File: src/rtl/core/tgc_pkg.sv
`timescale 1ns / 1ps
`default_nettype none
// ----------------------------------------------------------------------------
// tgc_pkg
// Shared types and codes for the touch gesture classifier core.
// ----------------------------------------------------------------------------
package tgc_pkg;

   localparam int COORD_WIDTH = 12;
   localparam int CFG_INDEX_WIDTH = 2;
   localparam int CFG_DATA_WIDTH = 16;

   // action codes
   localparam logic [2:0] ACT_TICK  = 3'd0;
   localparam logic [2:0] ACT_BEGIN = 3'd1;
   localparam logic [2:0] ACT_MOVE  = 3'd2;
   localparam logic [2:0] ACT_END   = 3'd3;
   localparam logic [2:0] ACT_SET   = 3'd4;

   // gesture codes
   localparam logic [1:0] GS_NONE = 2'd0;
   localparam logic [1:0] GS_TAP  = 2'd1;
   localparam logic [1:0] GS_HOLD = 2'd2;
   localparam logic [1:0] GS_DRAG = 2'd3;

   // register indexes
   localparam logic [CFG_INDEX_WIDTH-1:0] REG_DRAG_DIST_SQ    = 2'd0;
   localparam logic [CFG_INDEX_WIDTH-1:0] REG_TAP_MAX_TICKS   = 2'd1;
   localparam logic [CFG_INDEX_WIDTH-1:0] REG_HOLD_IDLE_TICKS = 2'd2;
   localparam logic [CFG_INDEX_WIDTH-1:0] REG_CLEAR_TICKS     = 2'd3;

   typedef struct packed {
      logic [2:0]             action;
      logic [COORD_WIDTH-1:0] touch_x;
      logic [COORD_WIDTH-1:0] touch_y;
      logic [1:0]             new_state;
   } req_item_type;

   typedef struct packed {
      logic [1:0]             gesture;
      logic                   move_valid;
      logic [COORD_WIDTH-1:0] move_x;
      logic [COORD_WIDTH-1:0] move_y;
   } rsp_item_type;

   typedef struct packed {
      logic [15:0] drag_dist_sq;
      logic [7:0]  tap_max_ticks;
      logic [7:0]  hold_idle_ticks;
      logic [7:0]  clear_ticks;
   } cfg_type;

endpackage
`default_nettype wire

File: src/rtl/core/tgc_csr.sv
`timescale 1ns / 1ps
`default_nettype none
// ----------------------------------------------------------------------------
// tgc_csr
// Threshold registers written through the configuration channel.
// ----------------------------------------------------------------------------
module tgc_csr (
   input  wire logic                                  clock,
   input  wire logic                                  reset,
   input  wire logic                                  csr_valid,
   output logic                                       csr_ready,
   input  wire logic [tgc_pkg::CFG_INDEX_WIDTH-1:0]   csr_index,
   input  wire logic [tgc_pkg::CFG_DATA_WIDTH-1:0]    csr_data,
   output tgc_pkg::cfg_type                           cfg
);
   import tgc_pkg::*;

   cfg_type cfg_ff;
   cfg_type cfg_in;

   assign csr_ready = 1'b1;
   assign cfg = cfg_ff;

   always_comb begin
      cfg_in = cfg_ff;
      if (csr_valid) begin
         unique case (csr_index)
            REG_DRAG_DIST_SQ:    cfg_in.drag_dist_sq = csr_data;
            REG_TAP_MAX_TICKS:   cfg_in.tap_max_ticks = csr_data[7:0];
            REG_HOLD_IDLE_TICKS: cfg_in.hold_idle_ticks = csr_data[7:0];
            REG_CLEAR_TICKS:     cfg_in.clear_ticks = csr_data[7:0];
            default:             cfg_in = cfg_ff;
         endcase
      end
   end

   always_ff @(posedge clock) begin
      if (reset) begin
         cfg_ff.drag_dist_sq <= 16'd9;
         cfg_ff.tap_max_ticks <= 8'd10;
         cfg_ff.hold_idle_ticks <= 8'd30;
         cfg_ff.clear_ticks <= 8'd60;
      end else begin
         cfg_ff <= cfg_in;
      end
   end

endmodule
`default_nettype wire

File: src/rtl/core/tgc_engine.sv
`timescale 1ns / 1ps
`default_nettype none
// ----------------------------------------------------------------------------
// tgc_engine
// Gesture state, counters and last point; computes the result of one item.
// ----------------------------------------------------------------------------
module tgc_engine #(
   parameter int COUNT_WIDTH = 8
) (
   input  wire logic                  clock,
   input  wire logic                  reset,
   input  wire logic                  fire,
   input  wire tgc_pkg::req_item_type item,
   input  wire tgc_pkg::cfg_type      cfg,
   output tgc_pkg::rsp_item_type      result
);
   import tgc_pkg::*;

   localparam int CMP_WIDTH = (COUNT_WIDTH > 8) ? COUNT_WIDTH : 8;
   localparam int SQ_WIDTH = 2 * COORD_WIDTH + 1;

   logic                   touched_ff, touched_in;
   logic [1:0]             gesture_ff, gesture_in;
   logic [COUNT_WIDTH-1:0] hold_ff, hold_in;
   logic [COUNT_WIDTH-1:0] idle_ff, idle_in;
   logic [COORD_WIDTH-1:0] last_x_ff, last_x_in;
   logic [COORD_WIDTH-1:0] last_y_ff, last_y_in;

   logic [COORD_WIDTH-1:0]   dx, dy;
   logic [2*COORD_WIDTH-1:0] dx_sq, dy_sq;
   logic [SQ_WIDTH-1:0]      dist_sq;
   logic                     far;
   logic [COUNT_WIDTH-1:0]   hold_inc, idle_inc;
   logic [CMP_WIDTH-1:0]     hold_inc_w, hold_w, idle_inc_w;
   logic [CMP_WIDTH-1:0]     tap_w, idle_lim_w, clear_w;
   logic                     mv;

   assign dx = (item.touch_x > last_x_ff) ? item.touch_x - last_x_ff
                                          : last_x_ff - item.touch_x;
   assign dy = (item.touch_y > last_y_ff) ? item.touch_y - last_y_ff
                                          : last_y_ff - item.touch_y;
   assign dx_sq = dx * dx;
   assign dy_sq = dy * dy;
   assign dist_sq = SQ_WIDTH'(dx_sq) + SQ_WIDTH'(dy_sq);
   assign far = dist_sq > SQ_WIDTH'(cfg.drag_dist_sq);

   assign hold_inc = (&hold_ff) ? hold_ff : hold_ff + 1'b1;
   assign idle_inc = (&idle_ff) ? idle_ff : idle_ff + 1'b1;
   assign hold_inc_w = CMP_WIDTH'(hold_inc);
   assign hold_w = CMP_WIDTH'(hold_ff);
   assign idle_inc_w = CMP_WIDTH'(idle_inc);
   assign tap_w = CMP_WIDTH'(cfg.tap_max_ticks);
   assign idle_lim_w = CMP_WIDTH'(cfg.hold_idle_ticks);
   assign clear_w = CMP_WIDTH'(cfg.clear_ticks);

   always_comb begin
      touched_in = touched_ff;
      gesture_in = gesture_ff;
      hold_in = hold_ff;
      idle_in = idle_ff;
      last_x_in = last_x_ff;
      last_y_in = last_y_ff;
      mv = 1'b0;
      unique case (item.action)
         ACT_TICK: begin
            hold_in = hold_inc;
            if (touched_ff) begin
               idle_in = idle_inc;
               if (hold_inc_w > tap_w && idle_inc_w > idle_lim_w) begin
                  gesture_in = GS_HOLD;
               end
            end else if (hold_inc_w > clear_w) begin
               gesture_in = GS_NONE;
            end
         end
         ACT_BEGIN: begin
            touched_in = 1'b1;
            hold_in = '0;
            gesture_in = GS_NONE;
            last_x_in = item.touch_x;
            last_y_in = item.touch_y;
         end
         ACT_MOVE: begin
            if (touched_ff) begin
               if (gesture_ff == GS_DRAG || far) begin
                  gesture_in = GS_DRAG;
                  idle_in = '0;
                  mv = 1'b1;
               end
               last_x_in = item.touch_x;
               last_y_in = item.touch_y;
            end
         end
         ACT_END: begin
            if (touched_ff) begin
               if (hold_w < tap_w) begin
                  gesture_in = GS_TAP;
               end
               hold_in = '0;
               touched_in = 1'b0;
               last_x_in = item.touch_x;
               last_y_in = item.touch_y;
            end
         end
         ACT_SET: begin
            gesture_in = item.new_state;
         end
         default: begin
            gesture_in = gesture_ff;
         end
      endcase
   end

   assign result.gesture = gesture_in;
   assign result.move_valid = mv;
   assign result.move_x = mv ? item.touch_x : '0;
   assign result.move_y = mv ? item.touch_y : '0;

   always_ff @(posedge clock) begin
      if (reset) begin
         touched_ff <= 1'b0;
         gesture_ff <= GS_NONE;
         hold_ff <= '0;
         idle_ff <= '0;
         last_x_ff <= '0;
         last_y_ff <= '0;
      end else if (fire) begin
         touched_ff <= touched_in;
         gesture_ff <= gesture_in;
         hold_ff <= hold_in;
         idle_ff <= idle_in;
         last_x_ff <= last_x_in;
         last_y_ff <= last_y_in;
      end
   end

endmodule
`default_nettype wire

File: src/rtl/core/touch_gesture_classifier_core.sv
`timescale 1ns / 1ps
`default_nettype none
// ----------------------------------------------------------------------------
// touch_gesture_classifier_core
// Sorts single-touch events into none, tap, hold or drag.
//
// req_* carries one event item (tick, begin, move, end, set state); it is
// taken at an edge with req_valid high and req_stall low. Every item gives
// exactly one rsp_* item: the gesture after the event and, for a drag move,
// the touch point to move the object to.
// An item taken waits in the event register, is evaluated against the gesture
// state combinationally and is stored in the result register on rsp_item.
// Throughput: one item per cycle while rsp_stall is low. While rsp_stall is
// high and the result register is full, it holds and the event register
// keeps its item; req_stall rises only when both are full.
// csr_* writes the thresholds (index 0 drag distance squared, 1 tap ticks,
// 2 hold idle ticks, 3 clear ticks); csr_ready is always high.
// Reset (synchronous) clears the valid flags of both registers and the
// gesture state and loads the threshold defaults.
// ----------------------------------------------------------------------------
module touch_gesture_classifier_core #(
   parameter int COUNT_WIDTH = 8
) (
   input  wire logic                                clock,
   input  wire logic                                reset,
   input  wire logic                                req_valid,
   output logic                                     req_stall,
   input  wire tgc_pkg::req_item_type               req_item,
   output logic                                     rsp_valid,
   input  wire logic                                rsp_stall,
   output tgc_pkg::rsp_item_type                    rsp_item,
   input  wire logic                                csr_valid,
   output logic                                     csr_ready,
   input  wire logic [tgc_pkg::CFG_INDEX_WIDTH-1:0] csr_index,
   input  wire logic [tgc_pkg::CFG_DATA_WIDTH-1:0]  csr_data
);
   import tgc_pkg::*;

   cfg_type      cfg;
   req_item_type evt_ff;
   logic         evt_valid_ff, evt_valid_in;
   rsp_item_type rsp_ff;
   rsp_item_type result;
   logic         rsp_valid_ff, rsp_valid_in;
   logic         advance;
   logic         take;

   assign advance = evt_valid_ff && (!rsp_valid_ff || !rsp_stall);
   assign req_stall = evt_valid_ff && !advance;
   assign take = req_valid && !req_stall;
   assign evt_valid_in = take || (evt_valid_ff && !advance);
   assign rsp_valid_in = advance || (rsp_valid_ff && rsp_stall);

   assign rsp_valid = rsp_valid_ff;
   assign rsp_item = rsp_ff;

   tgc_csr u_csr (
      .clock     (clock),
      .reset     (reset),
      .csr_valid (csr_valid),
      .csr_ready (csr_ready),
      .csr_index (csr_index),
      .csr_data  (csr_data),
      .cfg       (cfg)
   );

   tgc_engine #(
      .COUNT_WIDTH (COUNT_WIDTH)
   ) u_engine (
      .clock  (clock),
      .reset  (reset),
      .fire   (advance),
      .item   (evt_ff),
      .cfg    (cfg),
      .result (result)
   );

   always_ff @(posedge clock) begin
      if (reset) begin
         evt_valid_ff <= 1'b0;
         rsp_valid_ff <= 1'b0;
      end else begin
         evt_valid_ff <= evt_valid_in;
         rsp_valid_ff <= rsp_valid_in;
      end
   end

   always_ff @(posedge clock) begin
      if (take) begin
         evt_ff <= req_item;
      end
      if (advance) begin
         rsp_ff <= result;
      end
   end

endmodule
`default_nettype wire
File: config.mk
export PLATFORM = sky130hd
export DESIGN_NAME = touch_gesture_classifier_core
export DESIGN_NICKNAME = d
export VERILOG_FILES = /design/src/rtl/core/tgc_pkg.sv /design/src/rtl/core/tgc_csr.sv /design/src/rtl/core/tgc_engine.sv /design/src/rtl/core/touch_gesture_classifier_core.sv
export SDC_FILE = /design/constraint.sdc
export NUM_CORES = 1
export LEC_CHECK = 0
export BUFFER_PORTS_ARGS = -buffer_cell sky130_fd_sc_hd__buf_2
export CORE_MARGIN = 2
export CORE_UTILIZATION = 63
export DETAILED_ROUTE_END_ITERATION = 10
export HOLD_SLACK_MARGIN = 0.12
export PLACE_DENSITY = 0.88
export SETUP_SLACK_MARGIN = 0.05
export SLEW_MARGIN = 40
export SYNTH_ARGS = -nofsm -noshare
export SYNTH_HDL_FRONTEND = slang
export SYNTH_SLANG_ARGS = --single-unit
File: constraint.sdc
create_clock -name clock -period 17.2 [get_ports clock]
set_input_delay 0.86 -clock clock [delete_from_list [all_inputs] [get_ports clock]]
set_output_delay 0.86 -clock clock [all_outputs]
set_load 0.1 [all_outputs]
==> results.json, run 1 <==
{
  "end_kind": "flop",
  "cp_num_buf_inv": 7,
  "drtPass1Iterations": 8,
  "synth.area.top_cells": "fa_1 24%, ha_1 15%, dfxtp_1 10%",
  "wl_per_cell_um": 18.2,
  "htree_levels": 4,
  "dr_wl_met3_um": 3560,
  "max_stage_delay_ns": 0.57,
  "rrSetupSlack_ns": 4.92,
  "drt_iter0_markers": 1488,
  "min-delay-start": "u_csr.cfg[18]",
  "start_util": 0.637,
  "synth_commonest_cells": "377 x inv_1, 205 x fa_1, 202 x ha_1, 199 x nor2_1, 188 x nand2_1",
  "cp_slowest_cell": "fa_1",
  "post-place-ws_ns": 5.17,
  "cp_max_fo": 25,
  "die_h_um": 169,
  "drive_gt1_frac": 0.0867,
  "synth_seq_cells": 141,
  "grt_first_pass_wirelength_um": 70800,
  "yosysSeqAreaShare": 0.198,
  "cts_inserted_buffers": 17,
  "antenna_found_initial": 0,
  "cts_hold_repair.buffers": 0,
  "first_global_vias": 14300,
  "holdPathEnd": "u_csr.cfg[18]",
  "cts-resized-gates": 0,
  "clkTransAtPathRegs_ns": 0.07,
  "worstMarginPinSlew_ns": 0.782,
  "met2_length_um": 20600,
  "syn-num-nets": 2386,
  "top_layer": "met4",
  "rsz0062_at_grt": "no",
  "hold_violations": 0,
  "yosysTopAreaCell": "fa_1",
  "vias": 13800,
  "core.rowCount": 60,
  "cp-start-kind": "flop",
  "via_per_inst": 5.89,
  "fp.coreArea_um2": 26800,
  "fin_ws_ns": 4.92,
  "period_share": 0.714,
  "critPathKind": "reg -> reg",
  "setup_tns_ns": 0,
  "netlist_area_um2": 17100,
  "io_pins": 82,
  "hold_depth": 2,
  "grt_max_degree": 86,
  "syn_area_per_cell_um2": 8.86,
  "ys_async_sr_fraction": 0,
  "clock_path_buffers": 2,
  "root_buffer": "clkbuf_16",
  "synth_edf_count": 56,
  "die_w_um": 169,
  "crit_top_cell": "fa_1",
  "clock_latency_ns": 0.44,
  "fin_crit_ns": 12.28,
  "skew_ns": 0.0147,
  "routed_wl_um": 42800,
  "wl_met1_um": 17000,
  "dp_hpwl_um": 34200,
  "finalNetCount": 2453,
  "synthCells": 1927,
  "cp_top_family": "adder cells",
  "grt_overflow_total": 0,
  "critPathRequiredTime_ns": 17.37,
  "drv_slew": 0,
  "post_cts_buffers": 0,
  "cp_data_arrival_time_ns": 12.46,
  "grt_usage": 0.313,
  "dieArea_um2": 28400,
  "fmaxAchievable_mhz": 81.4,
  "io_buffers": 80,
  "drv_cap": 0,
  "hold_path_class": "reg -> reg",
  "routabilityCongestion": 1.01,
  "synth_warnings": 0,
  "synthFlopType": "dfxtp_1",
  "slew_headroom": 0.475,
  "drc": 0,
  "yosysMostFrequentCell": "inv_1",
  "rr_worst_depth": 39,
  "r2r_start": "evt_ff[2]",
  "reg2reg_to": "rsp_item[25]",
  "outcome": "complete, no violations",
  "yosys.area.top_type_share": 0.240,
  "cts_sinks": 141,
  "cts_tree": "done",
  "finalSetupViolations": 0,
  "antennaDiodeCount": 0,
  "synth_cell_types": 84,
  "final_antenna_net_count": 0,
  "area_delta_synth_final_pct": 8.19
}
## registers in the layout, indices dropped and copies added, names as in the netlist
name                 count
rsp_item                27
u_csr.cfg               40
evt_valid_ff             1
rsp_valid                1
u_engine.last_y_ff      12
u_engine.idle_ff         8
u_engine.touched_ff      1
u_engine.gesture_ff      2
u_engine.hold_ff         8
u_engine.last_x_ff      12
evt_ff                  29
## stage by stage
| stage | instance area [µm²] | hold WS, ns | util | std cells |
|---|---|---|---|---|
| after floorplan | 17100 | 0.436 | - | 1927 |
| after global placement | 17800 | 0.445 | 0.665 | 2316 |
| after detailed placement | 17800 | 0.450 | 0.665 | 2316 |
| after CTS | 18500 | 0.459 | 0.689 | 2348 |
| after global routing | 18500 | 0.478 | 0.689 | 2348 |
| final | 18500 | 0.458 | 0.689 | 2348 |
## worst max path at each step
stage	endpoint	slack (ns)	depth (start not counted)	from
finish	rsp_item[25]	4.92	39	evt_ff[2]
global route	rsp_item[25]	4.22	39	evt_ff[2]
CTS	rsp_item[25]	5.06	39	evt_ff[11]
detailed placement	rsp_item[25]	5.17	39	evt_ff[11]
global placement	rsp_item[25]	5.52	36	evt_ff[18]
floorplan	rsp_item[25]	6.64	41	evt_ff[2]
## kinds of logic after synthesis
kind of cell | synth area share
flops | 0.198
compound gates | 0.108
simple gates | 0.148
fa+ha+maj | 0.388
buf+inv | 0.0990
xor+xnor | 0.0290
other cells | 0.000220
mux | 0.0289
## metal layers
layer | track usage | vias up
met3 | 0.0531 | 132
met1 | 0.409 | 6666
li1 | - | 6369
met5 | 0 | -
met4 | 0.123 | 0
met2 | 0.524 | 669
## worst min-delay path: cells and delay by family, from the launching register on
kind | cells | cell delay (ns)
DFF | 1 | 0.31
and+or+nand+nor | 1 | 0.05
AOI/OAI and AO/OA | 1 | 0.05
## layout make-up
class	count	area (µm²)
clock buffer	21	493
multi-input combinational	1346	12000
inverter	391	1470
sequential	141	3380
clock inverter	11	141
tap	341	427
timing repair buffer	97	532
fill	2036	8330
## cells in the final DEF (no fill, tap or decap), types with 24 or more instances in the layout
cell type,Yosys,layout
edfxtp_1,56,56
nand2b_1,24,24
a21oi_1,98,98
inv_1,377,377
xnor2_1,35,35
nand3_1,24,24
nand2_1,188,188
dfxtp_1,85,85
o21ai_0,41,41
buf_2,13,80
fa_1,205,205
ha_1,202,202
nor2_1,199,197
mux2i_1,40,40
Power of run 1 is left out: the tool's default activity adds up to more than one toggle a clock period on the data nets, which glitch-free logic cannot reach.
==> inputs of run 2 (changes only) <==
--- a/config.mk
+++ b/config.mk
@@ -5,12 +5,13 @@
 export SDC_FILE = /design/constraint.sdc
 export NUM_CORES = 1
 export LEC_CHECK = 0
+export ABC_AREA = 1
 export BUFFER_PORTS_ARGS = -buffer_cell sky130_fd_sc_hd__buf_2
 export CORE_MARGIN = 2
-export CORE_UTILIZATION = 63
+export CORE_UTILIZATION = 58
 export DETAILED_ROUTE_END_ITERATION = 10
 export HOLD_SLACK_MARGIN = 0.12
-export PLACE_DENSITY = 0.88
+export PLACE_DENSITY = 0.86
 export SETUP_SLACK_MARGIN = 0.05
 export SLEW_MARGIN = 40
 export SYNTH_ARGS = -nofsm -noshare
==> constraint.sdc (replaced) <==
create_clock -name clock -period 10.26 [get_ports clock]
set_input_delay 0.513 -clock clock [delete_from_list [all_inputs] [get_ports clock]]
set_output_delay 0.513 -clock clock [all_outputs]
set_load 0.1 [all_outputs]
==> results.json, run 2 <==
{
  "rr_worst_depth": 51,
  "crit_top_cell": "nand2_1",
  "die_w_um": 175,
  "drtPass1Iterations": 5,
  "rrSetupSlack_ns": 0.59,
  "hold_path_class": "in -> reg",
  "routabilityCongestion": 0.949,
  "cp_top_family": "adder cells",
  "synth_edf_count": 56,
  "grt_first_pass_wirelength_um": 68900,
  "grt_usage": 0.282,
  "skew_ns": 0.0127,
  "yosysSeqAreaShare": 0.199,
  "cts_inserted_buffers": 17,
  "antenna_found_initial": 0,
  "start_util": 0.590,
  "cp_num_buf_inv": 10,
  "clkTransAtPathRegs_ns": 0.06,
  "yosysTopAreaCell": "fa_1",
  "worstMarginPinSlew_ns": 0.706,
  "clock_path_buffers": 2,
  "grt_max_degree": 49,
  "cp_data_arrival_time_ns": 10.02,
  "routed_wl_um": 42000,
  "fin_cells": 2592,
  "yosys.area.top_type_share": 0.242,
  "outcome": "complete, no violations",
  "area_delta_synth_final_pct": 9.54,
  "synthFlopType": "dfxtp_1",
  "die_h_um": 175,
  "reg2reg_to": "u_engine.idle_ff[7]",
  "cts_sinks": 141,
  "wl_per_cell_um": 16.2,
  "final_antenna_net_count": 0,
  "vias": 14100,
  "setup_tns_ns": 0,
  "syn_area_per_cell_um2": 8.07,
  "clock_latency_ns": 0.44,
  "root_buffer": "clkbuf_16",
  "fp.coreArea_um2": 28800,
  "layout_common_cells": "501 x inv_1, 302 x nand2_1, 211 x nor2_1",
  "synth_seq_cells": 141,
  "r2r_start": "evt_ff[2]",
  "fillers": 2282,
  "netlist_area_um2": 17000,
  "fmaxAchievable_mhz": 103,
  "cp_max_fo": 13,
  "finalNetCount": 2655,
  "multiInputGateArea_um2": 11600,
  "finalSetupViolations": 0,
  "cp.depth": 51,
  "antennaDiodeCount": 0,
  "drv_slew": 0,
  "dp_hpwl_um": 34500,
  "fin_ws_ns": 0.590,
  "drv_cap": 0,
  "slew_headroom": 0.529,
  "synthCells": 2104,
  "synth_commonest_cells": "506 x inv_1, 306 x nand2_1, 217 x nor2_1, 205 x fa_1, 202 x ha_1",
  "cp_slowest_cell": "fa_1",
  "drive_gt1_frac": 0.0919,
  "ys_async_sr_fraction": 0,
  "fin_util": 0.646,
  "drt_iter0_markers": 1013,
  "core.rowCount": 62,
  "via_per_inst": 5.42,
  "final_common_cell": "inv_1",
  "htree_levels": 4,
  "cp-start-kind": "flop",
  "drc": 0,
  "crit_end": "u_engine.idle_ff[7]",
  "dieArea_um2": 30700,
  "post-place-ws_ns": 0.321,
  "fin_crit_ns": 9.67,
  "syn-num-nets": 2563,
  "startpoint": "evt_ff[2]",
  "yosysMostFrequentCell": "inv_1",
  "io_pins": 82,
  "largest_reg_flops": 40,
  "critPathRequiredTime_ns": 10.62,
  "critPathKind": "reg -> reg",
  "synth_warnings": 0,
  "hold_violations": 0,
  "io_buffers": 80,
  "grt_overflow_total": 0,
  "synth_cell_types": 49,
  "period_share": 0.942,
  "placedCellCount": 2548,
  "cts_tree": "done",
  "end_kind": "flop",
  "first_global_vias": 14300,
  "register_area_um2": 3380,
  "synth.area.top_cells": "fa_1 24%, ha_1 15%, inv_1 11%",
  "max_stage_delay_ns": 0.61
}
[run 2: how the worst min path moves through the flow]
stage	slack, ns	to	startpoint	cells after the start
floorplan	0.44	u_csr.cfg[13]	u_csr.cfg[13]	2
global placement	0.45	u_csr.cfg[1]	u_csr.cfg[1]	2
detailed placement	0.46	u_csr.cfg[13]	u_csr.cfg[13]	2
global route	0.24	evt_ff[21]	req_item[21]	1
finish	0.25	evt_ff[21]	req_item[21]	1
CTS	0.24	evt_ff[21]	req_item[21]	1
[run 2: logic make-up after synthesis]
family	share of synthesized area
xor gates and xnor gates	0.0348
DFF	0.199
AOI/OAI and AO/OA	0.0964
adders and majority gates	0.390
muxes	0.00250
and+or+nand+nor	0.149
buffers and inverters	0.127
other	0.000221
[run 2: timing repair]
item                                    CTS  global route
resized for setup                         0            33
hold buffers                              0             0
endpoints found under the hold margin     0             0
buffers inserted                          0            13
endpoints found under the setup margin    0            37
[run 2: metrics by stage]
step / instance area [µm²] / hold slack [ns]
after global routing: 18600 / 0.244
after detailed placement: 17800 / 0.459
after CTS: 18400 / 0.242
after global placement: 17800 / 0.449
final: 18600 / 0.247
after floorplan: 17000 / 0.435
[run 2: area by class of cell]
type	instances	area share
clock buffers	24	0.0254
flip-flops and latches	141	0.182
multi-input cells	1400	0.622
clock inverters	7	0.00343
inverters	522	0.106
repair buffers	114	0.0359
well taps	384	0.0258
[run 2: layer usage]
metal / track usage / up-vias / share of wire
met2: 0.479 / 603 / 0.48
li1: - / 6670 / -
met5: 0 / - / 0
met1: 0.365 / 6673 / 0.40
met4: 0.104 / 0 / 0.035
met3: 0.0461 / 113 / 0.079
Power of run 2 is left out for the same reason.
==> inputs of run 3 (changes only) <==
--- a/config.mk
+++ b/config.mk
@@ -5,12 +5,12 @@
 export SDC_FILE = /design/constraint.sdc
 export NUM_CORES = 1
 export LEC_CHECK = 0
-export ABC_AREA = 1
 export BUFFER_PORTS_ARGS = -buffer_cell sky130_fd_sc_hd__buf_2
 export CORE_MARGIN = 2
 export CORE_UTILIZATION = 58
 export DETAILED_ROUTE_END_ITERATION = 10
 export HOLD_SLACK_MARGIN = 0.12
+export MAX_ROUTING_LAYER = met4
 export PLACE_DENSITY = 0.86
 export SETUP_SLACK_MARGIN = 0.05
 export SLEW_MARGIN = 40
==> results.json, run 3 (synthesis results as in run 1) <==
{
  "root_buffer": "clkbuf_16",
  "clkTransAtPathRegs_ns": 0.06,
  "cp-start-kind": "flop",
  "period_share": 1.02,
  "drv_cap": 0,
  "htree_levels": 4,
  "max_stage_delay_ns": 0.60,
  "dieArea_um2": 30800,
  "final_common_cell": "inv_1",
  "routed_wl_um": 46300,
  "rsz0062_at_grt": "yes",
  "fin_crit_ns": 10.42,
  "violations": "setup timing",
  "cts_inserted_buffers": 17,
  "antenna_found_initial": 0,
  "finalNetCount": 2713,
  "fillers": 2012,
  "clock_path_buffers": 2,
  "cp_top_family": "adder cells",
  "io_pins": 82,
  "fp.coreArea_um2": 28900,
  "final_antenna_net_count": 0,
  "dp_hpwl_um": 36400,
  "die_w_um": 176,
  "cts_sinks": 141,
  "critPathRequiredTime_ns": 10.45,
  "grt_max_degree": 86,
  "placedCellCount": 2593,
  "slew_headroom": 0.421,
  "grt_overflow_total": 0,
  "largest_reg_flops": 40,
  "core.rowCount": 62,
  "fin_cells": 2651,
  "vias": 14900,
  "final_cell_area_um2": 21000,
  "wl_per_cell_um": 17.5,
  "end_kind": "flop",
  "worstMarginPinSlew_ns": 0.865,
  "outcome": "finished, violations left",
  "fmaxAchievable_mhz": 95.9,
  "via_per_inst": 5.61,
  "drt_iter0_markers": 1123,
  "finalSetupViolations": 33,
  "drv_slew": 0,
  "cp_data_arrival_time_ns": 10.61,
  "cts_tree": "done",
  "register_area_um2": 3380,
  "die_h_um": 176,
  "layout_common_cells": "366 x inv_1, 269 x buf_4, 194 x fa_1",
  "dpl_cell_area_um2": 19700,
  "gr-usage-met3": 0.0541,
  "cp_num_buf_inv": 10,
  "hold_violations": 0,
  "grt_use_met2": 0.515,
  "top_usage_layer": "met2",
  "skew_ns": 0.0102,
  "antennaDiodeCount": 0,
  "io_buffers": 80,
  "grt_usage": 0.311,
  "clock_latency_ns": 0.44,
  "fin_ws_ns": -0.163,
  "area_delta_synth_final_pct": 23.3,
  "cp_slowest_cell": "fa_2",
  "drtPass1Iterations": 6,
  "drive_gt1_frac": 0.240,
  "drc": 0,
  "start_util": 0.592,
  "first_global_vias": 15500,
  "cts_hold_repair.buffers": 0,
  "critPathKind": "reg -> reg",
  "met1_usage": 0.381,
  "grt_first_pass_wirelength_um": 74200,
  "routabilityCongestion": 0.966,
  "cp_max_fo": 7,
  "hold_path_class": "in -> reg",
  "multiInputGateArea_um2": 12600
}
-- run 3: area by class of cell --
| class | instances | area share |
|---|---|---|
| Clock inverter | 14 | 0.00588 |
| Tap cell | 384 | 0.0228 |
| Sequential cell | 141 | 0.161 |
| Clock buffer | 18 | 0.0209 |
| Inverter | 391 | 0.0701 |
| Multi-Input combinational cell | 1346 | 0.600 |
| Timing Repair Buffer | 357 | 0.120 |
-- run 3: layer usage --
layer,vias to the layer above,share of wire
li1,6893,-
met1,7232,0.40
met2,629,0.49
met3,128,0.074
met4,0,0.035
met5,-,0
-- run 3: path summary, 6_finish.rpt --
check | start | to | slack, ns | cells past startpoint
max | evt_ff[12] | rsp_item[25] | -0.16 | 41
min | req_item[24] | evt_ff[24] | 0.24 | 1
max reg2reg | evt_ff[12] | rsp_item[25] | -0.16 | 41
min reg2reg | u_csr.cfg[20] | u_csr.cfg[20] | 0.46 | 2
-- run 3: timing repair --
action	CTS	global route
endpoints found under the hold margin	0	0
endpoints found under the setup margin	37	37
resized for setup	68	56
buffers inserted	21	5
pin swaps	72	35
-- run 3: stage by stage --
step           setup WS (ns)  hold WS [ns]  TNS (ns)  utilization
2_1_floorplan         0.0509         0.436         0            -
3_3_place_gp          -0.291         0.447     -4.58        0.683
3_5_place_dp          -0.577         0.448    -15.21        0.683
4_1_cts               0.0241         0.232         0        0.718
5_1_grt               -0.558         0.228    -16.88        0.729
6_report              -0.163         0.241     -2.64        0.729
Power of run 3 is left out for the same reason.
